$ cat config.mk
export PLATFORM = sky130hd
export DESIGN_NAME = float32_multiplier_core
export DESIGN_NICKNAME = d
export VERILOG_FILES = /design/src/rtl/fpm_pkg.sv /design/src/rtl/float32_multiplier_core.sv /design/src/rtl/fpm_datapath.sv /design/src/rtl/fpm_ctrl.sv
export SDC_FILE = /design/constraint.sdc
export NUM_CORES = 2
export LEC_CHECK = 0
export ABC_CLOCK_PERIOD_IN_PS = 6330
export CELL_PAD_IN_SITES_DETAIL_PLACEMENT = 0
export CELL_PAD_IN_SITES_GLOBAL_PLACEMENT = 1
export CORE_UTILIZATION = 40
export DETAILED_ROUTE_END_ITERATION = 7
export DONT_BUFFER_PORTS = 1
export PLACE_DENSITY = 0.76
export REMOVE_ABC_BUFFERS = 1
export SLEW_MARGIN = 20
export SYNTH_ARGS = -nofsm -noshare
export SYNTH_HDL_FRONTEND = slang
export SYNTH_HIERARCHICAL = 1
export SYNTH_SLANG_ARGS = --single-unit
$ cat constraint.sdc
create_clock -name clk -period 6.33 [get_ports clk]
set_clock_uncertainty 0.1 [all_clocks]
set_input_delay 0.9495 -clock clk [delete_from_list [all_inputs] [get_ports clk]]
set_output_delay 0.9495 -clock clk [all_outputs]
set_load 0.01 [all_outputs]
$ cat src/rtl/fpm_pkg.sv
`timescale 1ns / 1ps
`default_nettype none
// ----------------------------------------------------------------------------
// fpm_pkg
// Shared types and constants for the binary32 multiplier core.
// ----------------------------------------------------------------------------
package fpm_pkg;

  localparam logic [7:0] EXP_MAX  = 8'hFF;
  localparam logic [8:0] EXP_BIAS = 9'd127;
  localparam logic [7:0] EXP_ZERO = 8'h00;
  localparam logic [22:0] QUIET_BIT = 23'h400000;

  typedef enum logic [3:0] {
    ST_IDLE,
    ST_LOAD,
    ST_NORM,
    ST_CHECK,
    ST_SHR,
    ST_RTEST,
    ST_INCR,
    ST_PACK,
    ST_INF,
    ST_EMIT
  } state_t;

  typedef enum logic [3:0] {
    OP_NONE,
    OP_LATCH,
    OP_LOAD,
    OP_SHL,
    OP_SHR,
    OP_RTEST,
    OP_ROUND,
    OP_PACK,
    OP_PACK_INF
  } op_t;

  typedef struct packed {
    logic special;    // operand pair resolved without arithmetic
    logic top_hi;     // product bit 47
    logic top_lo;     // product bit 46
    logic exp_zero;   // working exponent is zero
    logic exp_neg;    // working exponent bit 8
    logic esum_low;   // e1 + e2 below the bias
    logic round_bit;  // product bit 22
    logic round_cy;   // rounding would carry into bit 47
  } status_t;

endpackage
`default_nettype wire

$ cat src/rtl/float32_multiplier_core.sv
`timescale 1ns / 1ps
`default_nettype none
// ----------------------------------------------------------------------------
// float32_multiplier_core
// Binary32 multiplier built from a small sequencer and a shared datapath.
// ----------------------------------------------------------------------------
// Usage: raise start with both operands on operand_a and operand_b; the word
// is taken at the clock edge where start is high and busy is low. busy then
// stays high until the product has been delivered.
// The product is marked by done, which is high for a single cycle. The
// receiver cannot stall the block, so it must capture the word in that cycle.
// Special operands (NaN, infinity, zero) pass through latch, load and
// deliver. Ordinary operands pass at least through latch, multiply,
// normalise, check, round test, pack and deliver. A product at or above two
// adds a step for its right shift, each left shift of a small product a
// step, each right shift of an underflowing result a shift and a check, a
// rounding increment an increment step and a rounding carry a further check
// and round test, since a single shift/increment unit does one step per
// cycle. Deep underflow is the worst case. A new word may be offered in the
// cycle after done.
// Reset (rst, synchronous) returns the sequencer to idle; no arithmetic state
// is kept between words, so nothing else needs clearing.
// ----------------------------------------------------------------------------
module float32_multiplier_core (
  input  wire logic        clk,
  input  wire logic        rst,
  input  wire logic        start,
  output logic             busy,
  input  wire logic [31:0] operand_a,
  input  wire logic [31:0] operand_b,
  output logic             done,
  output logic [31:0]      product
);

  fpm_pkg::op_t     op;
  fpm_pkg::status_t status;

  // Sequencer: decides the next step from the datapath status flags.
  fpm_ctrl u_ctrl (
    .clk    (clk),
    .rst    (rst),
    .start  (start),
    .status (status),
    .op     (op),
    .busy   (busy),
    .done   (done)
  );

  // Datapath: one multiply, then repeated shift, increment and round steps.
  fpm_datapath u_datapath (
    .clk       (clk),
    .op        (op),
    .operand_a (operand_a),
    .operand_b (operand_b),
    .status    (status),
    .product   (product)
  );

endmodule
`default_nettype wire

$ cat src/rtl/fpm_datapath.sv
`timescale 1ns / 1ps
`default_nettype none
// ----------------------------------------------------------------------------
// fpm_datapath
// Operand registers, significand multiplier, shared shift/increment unit and
// the result register.
// ----------------------------------------------------------------------------
module fpm_datapath (
  input  wire logic             clk,
  input  wire fpm_pkg::op_t     op,
  input  wire logic [31:0]      operand_a,
  input  wire logic [31:0]      operand_b,
  output fpm_pkg::status_t      status,
  output logic [31:0]           product
);

  logic [31:0] a_q, b_q;
  logic [47:0] tm;
  logic [8:0]  te;
  logic [8:0]  esum;
  logic [7:0]  rexp;
  logic        sign;

  logic        sa, sb;
  logic [7:0]  ea, eb;
  logic [22:0] fa, fb;
  logic        a_nan, b_nan, a_inf, b_inf, a_zero, b_zero;
  logic [23:0] ma, mb;
  logic [25:0] rsum;
  logic [47:0] tm_round;
  logic [31:0] special_word;

  always_comb begin
    sa = a_q[31];
    sb = b_q[31];
    ea = a_q[30:23];
    eb = b_q[30:23];
    fa = a_q[22:0];
    fb = b_q[22:0];
    a_nan  = (ea == fpm_pkg::EXP_MAX) && (fa != '0);
    b_nan  = (eb == fpm_pkg::EXP_MAX) && (fb != '0);
    a_inf  = (ea == fpm_pkg::EXP_MAX) && (fa == '0);
    b_inf  = (eb == fpm_pkg::EXP_MAX) && (fb == '0);
    a_zero = (ea == fpm_pkg::EXP_ZERO) && (fa == '0);
    b_zero = (eb == fpm_pkg::EXP_ZERO) && (fb == '0);
    ma = {(ea != fpm_pkg::EXP_ZERO), fa};
    mb = {(eb != fpm_pkg::EXP_ZERO), fb};

    if (a_nan) begin
      special_word = {sa, fpm_pkg::EXP_MAX, fa | fpm_pkg::QUIET_BIT};
    end else if (b_nan) begin
      special_word = {sb, fpm_pkg::EXP_MAX, fb | fpm_pkg::QUIET_BIT};
    end else if ((a_inf && b_zero) || (a_zero && b_inf)) begin
      special_word = {1'b1, fpm_pkg::EXP_MAX, fpm_pkg::QUIET_BIT};
    end else if (a_inf || b_inf) begin
      special_word = {sa ^ sb, fpm_pkg::EXP_MAX, 23'd0};
    end else begin
      special_word = {sa ^ sb, fpm_pkg::EXP_ZERO, 23'd0};
    end

    rsum     = tm[47:22] + 26'd1;
    tm_round = {rsum, tm[21:0]};

    status.special   = a_nan || b_nan || a_inf || b_inf || a_zero || b_zero;
    status.top_hi    = tm[47];
    status.top_lo    = tm[46];
    status.exp_zero  = (te == 9'd0);
    status.exp_neg   = te[8];
    status.esum_low  = (esum < fpm_pkg::EXP_BIAS);
    status.round_bit = tm[22];
    status.round_cy  = (tm_round[47:46] == 2'b10);
  end

  always_ff @(posedge clk) begin
    case (op)
      fpm_pkg::OP_LATCH: begin
        a_q <= operand_a;
        b_q <= operand_b;
      end
      fpm_pkg::OP_LOAD: begin
        product <= special_word;
        sign    <= sa ^ sb;
        tm      <= {24'd0, ma} * {24'd0, mb};
        esum    <= 9'({1'b0, ea} + {1'b0, eb});
        te      <= 9'({1'b0, ea} + {1'b0, eb} - fpm_pkg::EXP_BIAS);
      end
      fpm_pkg::OP_SHL: begin
        tm <= {tm[46:0], 1'b0};
        te <= te - 9'd1;
      end
      fpm_pkg::OP_SHR: begin
        tm <= {1'b0, tm[47:1]};
        te <= te + 9'd1;
      end
      fpm_pkg::OP_RTEST: begin
        rexp <= te[7:0];
      end
      fpm_pkg::OP_ROUND: begin
        tm <= tm_round;
        if (tm_round[47:46] == 2'b10) begin
          te <= te + 9'd1;
        end
      end
      fpm_pkg::OP_PACK: begin
        product <= {sign, rexp, tm[45:23]};
      end
      fpm_pkg::OP_PACK_INF: begin
        product <= {sign, fpm_pkg::EXP_MAX, 23'd0};
      end
      default: begin
      end
    endcase
  end

endmodule
`default_nettype wire

$ cat src/rtl/fpm_ctrl.sv
`timescale 1ns / 1ps
`default_nettype none
// ----------------------------------------------------------------------------
// fpm_ctrl
// Sequencer stepping the datapath through multiply, normalise and round.
// ----------------------------------------------------------------------------
module fpm_ctrl (
  input  wire logic              clk,
  input  wire logic              rst,
  input  wire logic              start,
  input  wire fpm_pkg::status_t  status,
  output fpm_pkg::op_t           op,
  output logic                   busy,
  output logic                   done
);

  fpm_pkg::state_t state, state_next;

  always_ff @(posedge clk) begin
    if (rst) begin
      state <= fpm_pkg::ST_IDLE;
    end else begin
      state <= state_next;
    end
  end

  always_comb begin
    state_next = state;
    case (state)
      fpm_pkg::ST_IDLE: begin
        if (start) state_next = fpm_pkg::ST_LOAD;
      end
      fpm_pkg::ST_LOAD: begin
        state_next = status.special ? fpm_pkg::ST_EMIT : fpm_pkg::ST_NORM;
      end
      fpm_pkg::ST_NORM: begin
        if (status.top_hi) begin
          state_next = fpm_pkg::ST_SHR;
        end else if (!status.top_lo && !status.exp_zero) begin
          state_next = fpm_pkg::ST_NORM;
        end else begin
          state_next = fpm_pkg::ST_CHECK;
        end
      end
      fpm_pkg::ST_CHECK: begin
        if (status.exp_neg) begin
          state_next = status.esum_low ? fpm_pkg::ST_SHR : fpm_pkg::ST_INF;
        end else begin
          state_next = fpm_pkg::ST_RTEST;
        end
      end
      fpm_pkg::ST_SHR:   state_next = fpm_pkg::ST_CHECK;
      fpm_pkg::ST_RTEST: begin
        state_next = status.round_bit ? fpm_pkg::ST_INCR : fpm_pkg::ST_PACK;
      end
      fpm_pkg::ST_INCR: begin
        state_next = status.round_cy ? fpm_pkg::ST_CHECK : fpm_pkg::ST_PACK;
      end
      fpm_pkg::ST_PACK:  state_next = fpm_pkg::ST_EMIT;
      fpm_pkg::ST_INF:   state_next = fpm_pkg::ST_EMIT;
      fpm_pkg::ST_EMIT:  state_next = fpm_pkg::ST_IDLE;
      default:           state_next = fpm_pkg::ST_IDLE;
    endcase
  end

  always_comb begin
    op   = fpm_pkg::OP_NONE;
    busy = 1'b1;
    done = 1'b0;
    case (state)
      fpm_pkg::ST_IDLE: begin
        busy = 1'b0;
        if (start) op = fpm_pkg::OP_LATCH;
      end
      fpm_pkg::ST_LOAD:  op = fpm_pkg::OP_LOAD;
      fpm_pkg::ST_NORM: begin
        if (!status.top_hi && !status.top_lo && !status.exp_zero) op = fpm_pkg::OP_SHL;
      end
      fpm_pkg::ST_SHR:   op = fpm_pkg::OP_SHR;
      fpm_pkg::ST_RTEST: op = fpm_pkg::OP_RTEST;
      fpm_pkg::ST_INCR:  op = fpm_pkg::OP_ROUND;
      fpm_pkg::ST_PACK:  op = fpm_pkg::OP_PACK;
      fpm_pkg::ST_INF:   op = fpm_pkg::OP_PACK_INF;
      fpm_pkg::ST_EMIT:  done = 1'b1;
      default:           op = fpm_pkg::OP_NONE;
    endcase
  end

endmodule
`default_nettype wire

# Yosys cells after proc, flatten, opt, wreduce, memory -nomap -nowiden
# Index checks and enable logic that the tools add are counted.
dict set report op_classes {
  n_addsub 5
  mul 1
  n_lt_le_gt_ge 1
  n_eq_ne 22
  n_mux 22
  n_bitwise 2
  reduce_logical 37
}
# op n
set ops {}
lappend ops {{case mux 48 bit (4 select lines)} 1}
lappend ops {{two-way mux 32 bit} 3}
lappend ops {{case mux 32 bit (3 select lines)} 1}
lappend ops {{case mux 4 bit (8 select lines)} 2}
lappend ops {{multiplier 24 x 24 -> 48 bit} 1}
lappend ops {{logical NOT 23 bit} 2}
lappend ops {{nonzero test 23 bit} 2}
lappend ops {{case mux 9 bit (4 select lines)} 1}
lappend ops {{== test 4 x 3 -> 1 bit, second input constant} 8}
lappend ops {{two-way mux 31 bit} 1}
lappend ops {{adder 26 x 1 -> 26 bit, second input constant} 1}
lappend ops {{two-way mux 4 bit} 5}
lappend ops {{== test 4 x 2 -> 1 bit, second input constant} 4}
lappend ops {{== test 8 bit, second input constant} 2}
lappend ops {{logical NOT 8 bit} 2}
lappend ops {{nonzero test 8 bit} 2}
lappend ops {{== test 4 bit, second input constant} 3}
lappend ops {{logical AND 1 bit} 11}
lappend ops {{adder 8 x 8 -> 9 bit} 1}
lappend ops {{adder 9 x 1 -> 9 bit, second input constant} 1}
lappend ops {{logical NOT 9 bit} 1}
lappend ops {{< comparator 9 x 7 -> 1 bit, second input constant} 1}
lappend ops {{two-way mux 9 bit} 1}
lappend ops {{subtractor 9 x 1 -> 9 bit, second input constant} 1}
lappend ops {{16 further kinds} 32}
dict set report word_totals {
  reg_bits 175
  input_bits 67
  out_inout_bits 34
  word_cells 100
}

# Depth between registers and ports, before layout
dict set report depth {
  depth_word 9
  mapped_depth 26
  depth_no_buf 24
}

# Cells and area by module
# Netlist, hierarchy kept.
# module instances cells_per_inst area_each_um2 seq_area_each_um2
set modules_own_cells {}
lappend modules_own_cells {fpm_datapath 1 2846 27157.3 5134.9}
lappend modules_own_cells {fpm_ctrl 1 53 360.3 80.1}

# Least setup slack after synthesis
# Ideal clock, no wire load.
dict set report synth_path {
  path_kind {register to register}
  start {register u_datapath.b_q[3]}
  end {register u_datapath.tm[41] (data pin)}
  setup_time_ps 274
  t_arrival_ps 6495
  required_time_ps 5956
  path_slack_ps -539
  path_stages_with_launch 24
  synth_period_minus_slack_ps 6869
  path_cell_list {edfxtp_1 clkbuf_1 clkbuf_1 nand2_1 fa_1 inv_1 fa_1 fa_1 inv_1 fa_1 fa_1 inv_1 fa_1 fa_1 ha_1 buf_6 a21o_1 a311oi_2 nor3_1 or3_4 o22a_4 a31oi_4 mux2i_1 o2111ai_1}
}
dict set report synth_between {
  elab_chain_cells 2
}
# element line_no
set synth_rtl {}
lappend synth_rtl {{start, declared} fpm_datapath.sv:17} ;# logic [31:0] a_q, b_q;
lappend synth_rtl {{start signal, assigned} fpm_datapath.sv:78} ;# b_q <= operand_b;
lappend synth_rtl {{multiplier 24 x 24 -> 48 bit} fpm_datapath.sv:83} ;# tm <= {24'd0, ma} * {24'd0, mb};
lappend synth_rtl {{case mux 48 bit (4 select lines)} fpm_datapath.sv:75} ;# case (op)
lappend synth_rtl {{end signal, assigned} fpm_datapath.sv:83}
lappend synth_rtl {{end signal, assigned} fpm_datapath.sv:88} ;# tm <= {tm[46:0], 1'b0};
lappend synth_rtl {{end signal, assigned} fpm_datapath.sv:92} ;# tm <= {1'b0, tm[47:1]};
lappend synth_rtl {{end, declared} fpm_datapath.sv:18} ;# logic [47:0] tm;
# Every way passes these cells.
# A chain may end at the register's enable or synchronous reset.

# Worst setup path after layout
dict set report layout_path {
  start {register u_datapath.a_q[27]}
  end {register u_datapath.tm[37] (data pin)}
}
dict set report layout_between {
  elab_chain_cells 3
}
# element line_no
set layout_rtl {}
lappend layout_rtl {{start, declared} fpm_datapath.sv:17}
lappend layout_rtl {{start signal, assigned} fpm_datapath.sv:77} ;# a_q <= operand_a;
lappend layout_rtl {{nonzero test 8 bit} fpm_datapath.sv:46} ;# ma = {(ea != fpm_pkg::EXP_ZERO), fa};
lappend layout_rtl {{multiplier 24 x 24 -> 48 bit} fpm_datapath.sv:83}
lappend layout_rtl {{case mux 48 bit (4 select lines)} fpm_datapath.sv:75}
# Every way passes these cells.

==> impl_metrics.tcl <==
set metrics [dict create \
    core_um2 67630 \
    grt_pass1_vias 23160 \
    fmax_mhz 144.2 \
    ys_seq_elements 175 \
    diodes 0 \
    final_hold_viol_count 0 \
    hp-class "reg -> reg" \
    rsz0062_at_grt "true" \
    io_buffers 0 \
    die_width_um 264.3 \
    cts_htree_levels 4 \
    multi_input_area_um2 20480 \
    vias 21520 \
    crit_path_start_kind "register" \
    worst_slew_pin_slew_ns 1.048 \
    critPathKind "reg -> reg" \
    grt_max_degree 51 \
    clockBufferDepth 2 \
    violations "setup timing" \
    grt_use_total_pct 24.31 \
    numCtsBuffers 17 \
    final_cells 4017 \
    yosysMostFrequentCell "inv_1" \
    final.setup.worst_slack_ns -0.6041 \
    drt-total-wl_um 83160 \
    grt_pass1_wl_um 130100 \
    synth-edff-count 171 \
    synth_ff_type "edfxtp_1" \
    slew_violations 0 \
    synth_area_um2 27520 \
    period_needed_ns 6.934 \
    path_clk_slew_ns 0.08 \
    drcViolationCount 0 \
    cp.required_ns 6.42 \
    cts-root-buf "clkbuf_16" \
    holdBufCountCts 0 \
    synth_top_cells_by_count "534 x inv_1, 484 x fa_1, 423 x nand2_1" \
    cts_sinks 175 \
    vias_per_cell 5.358 \
    gr-total-overflow 0 \
    drtIter0Drc 1634 \
    relSlewSlack_pct 29.38 \
    die_h_um 264.3 \
    run_status "finished, violations left" \
    netlist.area_leader.share_pct 35.21 \
    place_inst 3942 \
    initial_core_util_pct 40.69 \
    drive_gt1_share_pct 18.32 \
    seqCellArea_um2 5215 \
    dp_slack_ns -1.070 \
    yosys.area.top_type "fa_1" \
    drt_pre_antenna_iters 8 \
    ys_async_sr_fraction_pct 0 \
    syn_inst 2899 \
    synth-seq-area-share_pct 18.95 \
    final_nets 3874 \
    area_growth_pct 20.10 \
    clock_latency_ns 0.47 \
    grt_antenna_before_repair 3 \
    synth.distinct_cells 74 \
    synth_area_leaders "fa_1 35%, edfxtp_1 19%, ha_1 8.7%, inv_1 7.3%, nand2_1 5.8%" \
    crit_path_end_kind "register" \
    yosysWarnings 6 \
    syn_area_per_cell_um2 9.492 \
    setup_tns_ns -11.38 \
    max_cap_violations 0 \
    arrival_ns 7.03 \
    gp_congestion 0.9128 \
    hpwl_um 67050 \
    cts_tree "done" \
    drt.antenna.violating_nets 0 \
    setup_viol 29 \
    rows 95 \
    ioPinCount 101 \
    fillers 6153 \
    die_area_um2 69850 \
    finalCritPeriodShare_pct 109.5 \
    wl_per_cell_um 20.70 \
    crit_path_max_fanout 6 \
]
## path summary, 6_finish.rpt
| check | from | to | slack, ns | depth (start not counted) |
|---|---|---|---|---|
| worst max-delay path | u_datapath/a_q[27] | u_datapath/tm[37] | -0.60 | 25 |
| worst max register to register | u_datapath/a_q[27] | u_datapath/tm[37] | -0.60 | 25 |
| worst min-delay path | u_datapath/te[2] | u_datapath/rexp[2] | 0.42 | 0 |
| worst min register to register | u_datapath/te[2] | u_datapath/rexp[2] | 0.42 | 0 |
## area by class of cell
type | count | share of cell area [%]
multi-input combinational | 2010 | 61.98
inverter | 535 | 6.077
timing repair buffer | 393 | 10.96
clock inverter | 14 | 0.6095
tap | 873 | 3.305
sequential | 175 | 15.78
clock buffer | 17 | 1.287
## repair_timing
action                     CTS  global route
gates cloned                 0             1
hold endpoints to repair     0             0
setup buffers               35             9
resized for setup          137            48
pin swaps                   80            35
setup endpoints to repair   32            33
## placed cells by master, fill, tap and decap left out, types with 47 or more instances in the layout
master | netlist | layout
and2_1 | 227 | 220
o21ai_0 | 77 | 57
a21oi_1 | 80 | 56
buf_4 | 4 | 328
edfxtp_1 | 171 | 171
ha_1 | 191 | 167
nor2_1 | 80 | 72
inv_1 | 534 | 531
fa_1 | 484 | 475
nand2_1 | 423 | 415
buf_12 | 0 | 47
## per-stage QoR
step                      util (%)  area [um2]  hold WS (ns)
after floorplan                  -       26820        0.3574
after global placement       46.08       31170        0.3819
after detailed placement     46.08       31170        0.3972
after CTS                    48.37       32710        0.4151
after global routing         48.86       33050        0.4322
final                        48.86       33050        0.4157
## per-layer routing
| layer | global-route usage, % | wire length, um | vias to the layer above |
|---|---|---|---|
| met5 | 0 | 27 | - |
| met4 | 6.207 | 2164 | 4 |
| met1 | 32.59 | 35810 | 11070 |
| met2 | 40.90 | 39990 | 693 |
| li1 | - | - | 9638 |
| met3 | 3.924 | 5176 | 114 |
## sequential cells by signal (all words and copies together), names as in the netlist
name and count:
u_datapath/a_q 32, u_datapath/product 32, u_datapath/esum 9, u_datapath/tm 48
u_datapath/te 9, u_ctrl/state 4, u_datapath/b_q 32, u_datapath/sign 1
u_datapath/rexp 8
## critical path: stages, from the launching register on
cell	delay (ns)
edfxtp_1	0.41
nor4_2	0.30
buf_4	0.17
nand2_4	0.05
buf_6	0.15
and2_4	0.16
fa_1	0.49
fa_1	0.43
fa_1	0.49
inv_1	0.05
fa_1	0.50
inv_1	0.05
fa_1	0.53
inv_1	0.05
fa_1	0.49
inv_2	0.04
fa_2	0.55
ha_4	0.21
buf_6	0.14
nand2_2	0.08
o21ai_2	0.07
or2_2	0.30
o22a_4	0.25
a31oi_4	0.23
xor2_1	0.20
o221ai_1	0.15
## cells by family after synthesis
family / count (synthesis) / share of synthesized area [%]
simple gates: 890 / 15.55
xor+xnor: 73 / 2.323
fa+ha+maj: 675 / 43.90
buf+inv: 714 / 9.844
compound gates: 365 / 9.180
mux: 7 / 0.2546
flops: 175 / 18.95
Power is not shown: default switching activity piles up to over one toggle a cycle in this logic, so the estimate is an artifact.
